===== config.mk =====
export PLATFORM = sky130hd
export DESIGN_NAME = positional_list_store_unit_flat
export DESIGN_NICKNAME = d
export VERILOG_FILES = /design/src/rtl/pls_pkg.sv /design/src/rtl/pls_in_if.sv /design/src/rtl/pls_out_if.sv /design/src/rtl/pls_cell.sv /design/src/rtl/positional_list_store_unit.sv /design/src/flat_wrapper.sv
export VERILOG_INCLUDE_DIRS = /design/src /design/src/rtl
export SDC_FILE = /design/constraint.sdc
export NUM_CORES = 1
export LEC_CHECK = 0
export BUFFER_PORTS_ARGS = -buffer_cell sky130_fd_sc_hd__buf_2
export CAP_MARGIN = 20
export CORE_ASPECT_RATIO = 1.25
export CORE_MARGIN = 3
export CORE_UTILIZATION = 65
export CTS_BUF_LIST = sky130_fd_sc_hd__clkbuf_2 sky130_fd_sc_hd__clkbuf_4 sky130_fd_sc_hd__clkbuf_8
export DETAILED_ROUTE_END_ITERATION = 8
export PLACE_DENSITY = 0.85
export RECOVER_POWER = 25
export SLEW_MARGIN = 20
export SYNTH_ARGS = -nofsm -noshare
export SYNTH_HDL_FRONTEND = slang
export SYNTH_HIERARCHICAL = 1
export SYNTH_SLANG_ARGS = --single-unit

===== constraint.sdc =====
create_clock -name clk -period 10.86 [get_ports clk]
set_input_delay 2.715 -clock clk [delete_from_list [all_inputs] [get_ports clk]]
set_output_delay 2.715 -clock clk [all_outputs]
set_load 0.01 [all_outputs]

===== src/rtl/positional_list_store_unit_defines.svh =====
// Assertion macros for the positional list store.
// Expects clk and rst_n in scope at the point of use.
`ifndef POSITIONAL_LIST_STORE_UNIT_DEFINES_SVH
`define POSITIONAL_LIST_STORE_UNIT_DEFINES_SVH

// Invariant checked on every clock edge outside reset.
`define PLS_ASSERT(label, prop, msg) \
  label: assert property (@(posedge clk) disable iff (!rst_n) (prop)) \
    else $error(msg);

// Condition that must be followed by a result in the next cycle.
`define PLS_ASSERT_NEXT(label, pre, post, msg) \
  label: assert property (@(posedge clk) disable iff (!rst_n) (pre) |=> (post)) \
    else $error(msg);

`endif


===== src/rtl/pls_pkg.sv =====
// Shared constants, codes and cell command type for the positional list store.
// No dependencies.
package pls_pkg;

  localparam int CAPACITY    = 16;
  localparam int OP_W        = 2;
  localparam int POS_W       = 5;
  localparam int DATA_W      = 32;
  localparam int ST_W        = 2;
  localparam int CNT_FIELD_W = 5;
  localparam int IDX_W       = $clog2(CAPACITY);
  localparam int CNT_W       = $clog2(CAPACITY + 1);
  localparam int CMP_W       = ((CNT_W > POS_W) ? CNT_W : POS_W) + 1;

  typedef enum logic [OP_W-1:0] {
    OP_READ   = 2'd0,
    OP_MODIFY = 2'd1,
    OP_INSERT = 2'd2,
    OP_REMOVE = 2'd3
  } op_t;

  typedef enum logic [ST_W-1:0] {
    ST_DONE    = 2'd0,
    ST_BAD_POS = 2'd1,
    ST_FULL    = 2'd2
  } status_t;

  typedef struct packed {
    logic              ins;
    logic              rem;
    logic              modify;
    logic [IDX_W-1:0]  tgt;
    logic [DATA_W-1:0] value;
  } cell_cmd_t;

endpackage


===== src/rtl/pls_in_if.sv =====
// Request channel of the positional list store: valid/ready plus one item.
// Depends on pls_pkg.
interface pls_in_if import pls_pkg::*; ();
  logic                     valid;
  logic                     ready;
  logic        [OP_W-1:0]   operation;
  logic        [POS_W-1:0]  position;
  logic signed [DATA_W-1:0] value;

  modport source (output valid, operation, position, value, input ready);
  modport sink   (input valid, operation, position, value, output ready);
endinterface


===== src/rtl/pls_out_if.sv =====
// Result channel of the positional list store: valid/ready plus one item.
// Depends on pls_pkg.
interface pls_out_if import pls_pkg::*; ();
  logic                          valid;
  logic                          ready;
  logic        [ST_W-1:0]        status;
  logic signed [DATA_W-1:0]      read_data;
  logic        [CNT_FIELD_W-1:0] element_count;
  logic                          is_empty;

  modport source (output valid, status, read_data, element_count, is_empty, input ready);
  modport sink   (input valid, status, read_data, element_count, is_empty, output ready);
endinterface


===== src/rtl/pls_cell.sv =====
// One storage cell of the list chain: holds one element and shifts with its neighbours.
// Depends on pls_pkg.
module pls_cell import pls_pkg::*; (
  input  logic              clk,
  input  cell_cmd_t         cmd,
  input  logic [IDX_W-1:0]  idx,
  input  logic [DATA_W-1:0] left_data,
  input  logic [DATA_W-1:0] right_data,
  output logic [DATA_W-1:0] data,
  output logic [DATA_W-1:0] rd_data
);

  logic [DATA_W-1:0] data_r;
  logic [DATA_W-1:0] data_nxt;
  logic              hit;
  logic              above;

  assign hit   = (idx == cmd.tgt);
  assign above = (idx > cmd.tgt);

  always_comb begin
    data_nxt = data_r;
    priority if (cmd.ins && hit) begin
      data_nxt = cmd.value;
    end else if (cmd.ins && above) begin
      data_nxt = left_data;
    end else if (cmd.rem && (hit || above)) begin
      data_nxt = right_data;
    end else if (cmd.modify && hit) begin
      data_nxt = cmd.value;
    end else begin
      data_nxt = data_r;
    end
  end

  always_ff @(posedge clk) begin
    data_r <= data_nxt;
  end

  assign data    = data_r;
  assign rd_data = hit ? data_r : '0;

endmodule


===== src/rtl/positional_list_store_unit.sv =====
// Positional list store: top level with the cell chain, count and result register.
// Depends on pls_pkg, pls_in_if, pls_out_if, pls_cell and the defines header.
//
// Usage:
//   in_ch carries one request item: operation (read, modify, insert, remove),
//   1-based position and value. out_ch returns one result item per request:
//   status, read data, element count after the operation and an empty flag.
//   Items are accepted when valid and ready are both high.
//   The result is registered: a request accepted at one edge shows its result
//   from the next edge on. One item per cycle is sustained while out_ch.ready
//   stays high; every cell of the chain compares its index with the position
//   and shifts or loads in the same cycle, so the count register is the only loop.
//   A synchronous active-low reset empties the list and drops any pending
//   result; element contents are not cleared.
//   The result register parts the channels: in_ch.ready stays high while
//   out_ch is free or being taken this cycle, and drops while a result is
//   stalled, holding the request side until out_ch.ready returns.
`include "positional_list_store_unit_defines.svh"

module positional_list_store_unit import pls_pkg::*; (
  input  logic     clk,
  input  logic     rst_n,
  pls_in_if.sink   in_ch,
  pls_out_if.source out_ch
);

  logic [CNT_W-1:0]       cnt_r;
  logic [CNT_W-1:0]       cnt_nxt;
  logic                   out_valid_r;
  status_t                st_r;
  status_t                st_nxt;
  logic [DATA_W-1:0]      rd_r;
  logic [DATA_W-1:0]      rd_nxt;
  logic [CNT_FIELD_W-1:0] cnt_out_r;
  logic                   empty_r;

  logic                   acc;
  op_t                    op;
  logic [CMP_W-1:0]       pos_ext;
  logic [CMP_W-1:0]       cnt_ext;
  logic [CMP_W-1:0]       pos_m1;
  logic [CMP_W-1:0]       cnt_nxt_ext;
  logic                   pos_nz;
  logic                   in_list;
  logic                   ins_pos_ok;
  logic                   full;
  logic [DATA_W-1:0]      cell_or;
  cell_cmd_t              cmd;

  logic [DATA_W-1:0]      cell_data [CAPACITY];
  logic [DATA_W-1:0]      cell_rd   [CAPACITY];

  assign in_ch.ready = !out_valid_r || out_ch.ready;
  assign acc         = in_ch.valid && in_ch.ready;
  assign op          = op_t'(in_ch.operation);

  assign pos_ext     = CMP_W'(in_ch.position);
  assign cnt_ext     = CMP_W'(cnt_r);
  assign pos_m1      = pos_ext - CMP_W'(1);
  assign pos_nz      = (pos_ext != '0);
  assign in_list     = pos_nz && (pos_ext <= cnt_ext);
  assign ins_pos_ok  = pos_nz && (pos_ext <= (cnt_ext + CMP_W'(1)));
  assign full        = (cnt_r == CNT_W'(CAPACITY));
  assign cnt_nxt_ext = CMP_W'(cnt_nxt);

  genvar gi;
  generate
    for (gi = 0; gi < CAPACITY; gi++) begin : g_cell
      logic [DATA_W-1:0] left_d;
      logic [DATA_W-1:0] right_d;
      if (gi == 0) begin : g_first
        assign left_d = '0;
      end else begin : g_mid_l
        assign left_d = cell_data[gi-1];
      end
      if (gi == CAPACITY - 1) begin : g_last
        assign right_d = '0;
      end else begin : g_mid_r
        assign right_d = cell_data[gi+1];
      end
      pls_cell u_cell (
        .clk        (clk),
        .cmd        (cmd),
        .idx        (IDX_W'(gi)),
        .left_data  (left_d),
        .right_data (right_d),
        .data       (cell_data[gi]),
        .rd_data    (cell_rd[gi])
      );
    end
  endgenerate

  always_comb begin
    cell_or = '0;
    for (int i = 0; i < CAPACITY; i++) begin
      cell_or = cell_or | cell_rd[i];
    end
  end

  always_comb begin
    cmd        = '0;
    cmd.tgt    = pos_m1[IDX_W-1:0];
    cmd.value  = in_ch.value;
    st_nxt     = ST_DONE;
    rd_nxt     = '0;
    cnt_nxt    = cnt_r;
    unique case (op)
      OP_READ: begin
        if (in_list) begin
          rd_nxt = cell_or;
        end else begin
          st_nxt = ST_BAD_POS;
          rd_nxt = '1;
        end
      end
      OP_MODIFY: begin
        if (in_list) begin
          cmd.modify = acc;
        end else begin
          st_nxt = ST_BAD_POS;
        end
      end
      OP_INSERT: begin
        if (!ins_pos_ok) begin
          st_nxt = ST_BAD_POS;
        end else if (full) begin
          st_nxt = ST_FULL;
        end else begin
          cmd.ins = acc;
          cnt_nxt = cnt_r + CNT_W'(1);
        end
      end
      OP_REMOVE: begin
        if (in_list) begin
          cmd.rem = acc;
          cnt_nxt = cnt_r - CNT_W'(1);
        end else begin
          st_nxt = ST_BAD_POS;
        end
      end
      default: begin
        st_nxt = ST_BAD_POS;
      end
    endcase
  end

  always_ff @(posedge clk) begin
    if (!rst_n) begin
      cnt_r       <= '0;
      out_valid_r <= 1'b0;
    end else begin
      if (acc) begin
        cnt_r       <= cnt_nxt;
        out_valid_r <= 1'b1;
      end else if (out_ch.ready) begin
        out_valid_r <= 1'b0;
      end
    end
  end

  always_ff @(posedge clk) begin
    if (acc) begin
      st_r      <= st_nxt;
      rd_r      <= rd_nxt;
      cnt_out_r <= cnt_nxt_ext[CNT_FIELD_W-1:0];
      empty_r   <= (cnt_nxt == '0);
    end
  end

  assign out_ch.valid         = out_valid_r;
  assign out_ch.status        = st_r;
  assign out_ch.read_data     = rd_r;
  assign out_ch.element_count = cnt_out_r;
  assign out_ch.is_empty      = empty_r;

  `PLS_ASSERT(a_cnt_bound, cnt_r <= CNT_W'(CAPACITY), "element count above capacity")
  `PLS_ASSERT(a_empty_match, out_valid_r |-> (empty_r == (cnt_r == '0)), "empty flag disagrees with count")
  `PLS_ASSERT_NEXT(a_ins_grow, acc && (op == OP_INSERT) && ins_pos_ok && !full, cnt_r == ($past(cnt_r) + CNT_W'(1)), "insert did not grow the list")
  `PLS_ASSERT_NEXT(a_rd_err, acc && (op == OP_READ) && !in_list, out_valid_r && (rd_r == '1) && (st_r == ST_BAD_POS), "bad read not reported")

endmodule

===== src/flat_wrapper.sv =====
// flat-port wrapper written by rule: the top's interface ports become plain ports
module positional_list_store_unit_flat import pls_pkg::*;
  (clk, rst_n, in_ch_valid, in_ch_operation, in_ch_position, in_ch_value, in_ch_ready, out_ch_valid, out_ch_status, out_ch_read_data, out_ch_element_count, out_ch_is_empty, out_ch_ready);
  pls_in_if in_ch_i ();
  pls_out_if out_ch_i ();
  input  logic clk;
  input  logic rst_n;
  input wire logic [$bits(in_ch_i.valid)-1:0] in_ch_valid;
  input wire logic [$bits(in_ch_i.operation)-1:0] in_ch_operation;
  input wire logic [$bits(in_ch_i.position)-1:0] in_ch_position;
  input wire logic [$bits(in_ch_i.value)-1:0] in_ch_value;
  output wire logic [$bits(in_ch_i.ready)-1:0] in_ch_ready;
  output wire logic [$bits(out_ch_i.valid)-1:0] out_ch_valid;
  output wire logic [$bits(out_ch_i.status)-1:0] out_ch_status;
  output wire logic [$bits(out_ch_i.read_data)-1:0] out_ch_read_data;
  output wire logic [$bits(out_ch_i.element_count)-1:0] out_ch_element_count;
  output wire logic [$bits(out_ch_i.is_empty)-1:0] out_ch_is_empty;
  input wire logic [$bits(out_ch_i.ready)-1:0] out_ch_ready;
  assign in_ch_i.valid = in_ch_valid;
  assign in_ch_i.operation = in_ch_operation;
  assign in_ch_i.position = in_ch_position;
  assign in_ch_i.value = in_ch_value;
  assign in_ch_ready = in_ch_i.ready;
  assign out_ch_valid = out_ch_i.valid;
  assign out_ch_status = out_ch_i.status;
  assign out_ch_read_data = out_ch_i.read_data;
  assign out_ch_element_count = out_ch_i.element_count;
  assign out_ch_is_empty = out_ch_i.is_empty;
  assign out_ch_i.ready = out_ch_ready;
  positional_list_store_unit u_core (.clk(clk), .rst_n(rst_n), .in_ch(in_ch_i), .out_ch(out_ch_i));
endmodule

==> impl_results.md <==
- Outcome: complete, but fails checks
- Violated checks: capacitance limit, slew limit
- Final TNS setup: 0 ns
- Port bufs: 84
- CTS tree: built
- Most frequent cells in the layout: edfxtp_1, a21oi_1, nor2_1, and2_1, mux2i_1
- Critical path launch point type: input port
- Share of flip-flops with an asynchronous set or reset: 0%
- Die height: 267.5 µm
- Clk pwr share: 35.4%
- Crit path largest cell delay: 2.05 ns
- CP Capture Type: flip-flop
- # H-tree levels: 3
- Filler cells: 3983
- Flops & latches, synth: 558
- CP top delay family: buffers and inverters
- Hold_buf cts: 0
- Maximum VDD drop: 0.0001088 V
- Hold Vio Cnt, Final: 0
- Worst-path fanout max: 35
- Seq/Total Area, Yosys: 46.97%
- Tot Pwr: 5.201 mW
- Tcrit/Tclk final: 80.20%
- Switching share of power: 28.63%
- Fin crit period: 8.710 ns
- Final setup fails: 0
- NetSw: 1.489 mW
- Share of post-route cells with drive strength above 1: 8.730%
- Setup Skew: 0.03057 ns
- Post-route insts no fill: 4432
- Post-CTS Setup Inserts: 0
- Routed WL: 105700 µm
- Leakage: 13.09 nW
- Flop pwr share: 48.5%
- Mapped Cells: 3465
- DRC viols: 0
- Storage cell area: 0.01670 mm²
- Max Root-Sink Buffers: 3
- Logic pwr share: 16.1%
- Rel. slew slack: -91.51%
- Worst Setup Path Type: input port to flip-flop
- Count of final max-slew check failures: 227
- Post-synth top flop: edfxtp_1
- Post-DP HPWL: 63670 µm
- Total clock buffers created by CTS: 91
- First-pass GRT wire length: 159800 µm
- Max_cap viols: 7
- RSZ-0062 raised after global routing: no
- Vias per cell: 6.446
- First drt pass iteration count: 8
- Via Count: 28570
- Crit path cell chain: clkbuf_1 > inv_1 > ha_1 > nor2_1 > o21ai_0 > clkbuf_1 > nor3_1 > clkbuf_1 > nor2_1 > a22oi_2 > clkbuf_1
- Number of core rows: 95
- CTS Root Buffer Type: clkbuf_8
- Achievable Freq: 114.8 MHz
- Critical Path RT: 11.10 ns
- Syn avg cell area: 10.26 µm²
- Critical path depth in cells: 11
- Core Box Area: 0.05396 mm²
- DP Cell Count: 4259
- Layout Nets: 3747
- Largest net degree at the start of global routing: 65
- FF-to-FF path depth: 11
- Yosys warnings: 6
- Ports: 85
- Clock Latency Late Sink: 0.71 ns
- Power per cell area: 135.3 mW/mm²
- Commonest non-fill, non-tap cell in the layout: edfxtp_1
- GRT Residual Overflow: 0
- Mapped Area: 0.03555 mm²
- Post_cts resized: 0
- Synth cell types: 58
- Iter 0 DRT Violations: 3615
- Global Route Usage Sum: 35.93%
- Hold path cells: 2
- Final ANT Viol Nets: 0
- CTS Sinks: 558
- Multi-input logic area: 0.01787 mm²
- Wire length per cell: 23.85 µm
- Worst hold path type: flip-flop to flip-flop
- Clock transition at path regs: 0.06 ns
- Die Footprint: 0.05755 mm²
- Internal power: 3.712 mW
- Most frequent cell on the critical path: clkbuf_1
- Width of the die: 215.2 µm
- Number of global-route vias before repair: 27900
- Area delta synth->final: 8.127%
- Initial Utilization: 65.88%
- Number of enable flip-flop cells after synthesis: 552
- Worst Tran Pin Value: 2.873 ns
- WP buf/inv: 5
- GP Congestion: 0.8919
- Critical path arrival: 8.95 ns
- Slowest cell on crit path: clkbuf_1
- Initial antenna violation count: 3
- Worst hold slack: 0.5392 ns
-- sequential cells by signal, summed over array words and instances (netlist names) --
| name | flops |
|---|---|
| u_core/g_cell.u_cell/data | 512 |
| u_core/out_ch.read_data | 32 |
| u_core/cnt_r | 5 |
| u_core/out_ch.element_count | 5 |
| u_core/out_ch.status | 2 |
| u_core/out_ch.is_empty | 1 |
| u_core/out_ch.valid | 1 |
-- per-stage QoR --
| stage | setup WS, ns | util, % | cell area, µm² |
|---|---|---|---|
| floorplan | 1.419 | - | 36020 |
| global placement | 3.773 | 68.19 | 36800 |
| detailed placement | 3.607 | 68.24 | 36820 |
| CTS | 4.327 | 71.54 | 38600 |
| global route | 2.161 | 71.21 | 38430 |
| finish | 2.150 | 71.23 | 38440 |
-- power groups by stage --
stage / sequential (mW) / clock (mW) / combinational (mW)
global route: 2.53 / 1.96 / 0.899
CTS: 2.52 / 1.86 / 0.822
global placement: 2.56 / 0 / 0.788
detailed placement: 2.56 / 0 / 0.817
floorplan: 2.56 / 0 / 0.556
finish: 2.52 / 1.84 / 0.835
-- routing by layer --
layer / vias up / routed length, µm / part of all wire (%) / global-route usage, %
met5: - / 0 / 0 / 0
met4: 0 / 6951 / 6.6 / 22.12
met3: 475 / 11600 / 11 / 6.196
met2: 1957 / 49280 / 47 / 59.32
met1: 13410 / 37890 / 36 / 44.46
li1: 12730 / - / - / -
-- logic make-up (layout without fill, tap and decap cells) --
kind of cell,Yosys count,in the layout,synth area share [%]
AND/OR/NAND/NOR,1342,1342,19.81
flip-flops,558,558,46.97
buffers and inverters,293,402,4.540
adder cells (fa/ha/maj),79,79,2.781
other,2,133,0.02113
XOR/XNOR,7,7,0.1725
multiplexers,512,512,14.42
AO/OA/AOI/OAI,672,672,11.30
-- worst reg2reg max path, delay by kind of cell, from the launching register on --
kind	cells	cell delay (ns)
AO/OA/AOI/OAI	4	0.69
AND/OR/NAND/NOR	2	0.99
flip-flops	1	0.56
adder cells (fa/ha/maj)	1	0.32
buffers and inverters	4	3.83
-- worst paths after layout --
path	from	endpoint	slack, ns
setup / recovery	in_ch_position[0]	u_core/g_cell[9].u_cell/data[11]	2.15
hold reg to reg	u_core/out_ch.valid	u_core/out_ch.valid	0.54
setup reg to reg	u_core/cnt_r[2]	u_core/g_cell[9].u_cell/data[11]	4.00
hold / removal	u_core/out_ch.valid	u_core/out_ch.valid	0.54
-- final cells by class --
cell class,instances,area share [%]
repair buffers,157,2.285
diodes,5,0.03255
well taps,727,2.366
clock buffers,125,3.939
flip-flops and latches,558,43.44
clock inverters,43,0.6933
multi-input cells,2740,46.50
inverters,77,0.7519
-- synth_stat cells, types with 17 or more instances --
master,n,share of area [%]
edfxtp_1,552,47
a21oi_1,534,7.5
nor2_1,533,5.6
and2_1,529,9.3
mux2i_1,512,14
nor4_1,131,2.3
buf_2,112,1.6
ha_1,79,2.8
inv_1,77,0.81
clkbuf_1,54,0.57
nand4_1,49,0.86
buf_6,48,1.5
nand2_1,43,0.45
o21a_1,33,0.70
and4_1,18,0.44
nor2b_1,17,0.30
Power figures use the tool's default switching activity.
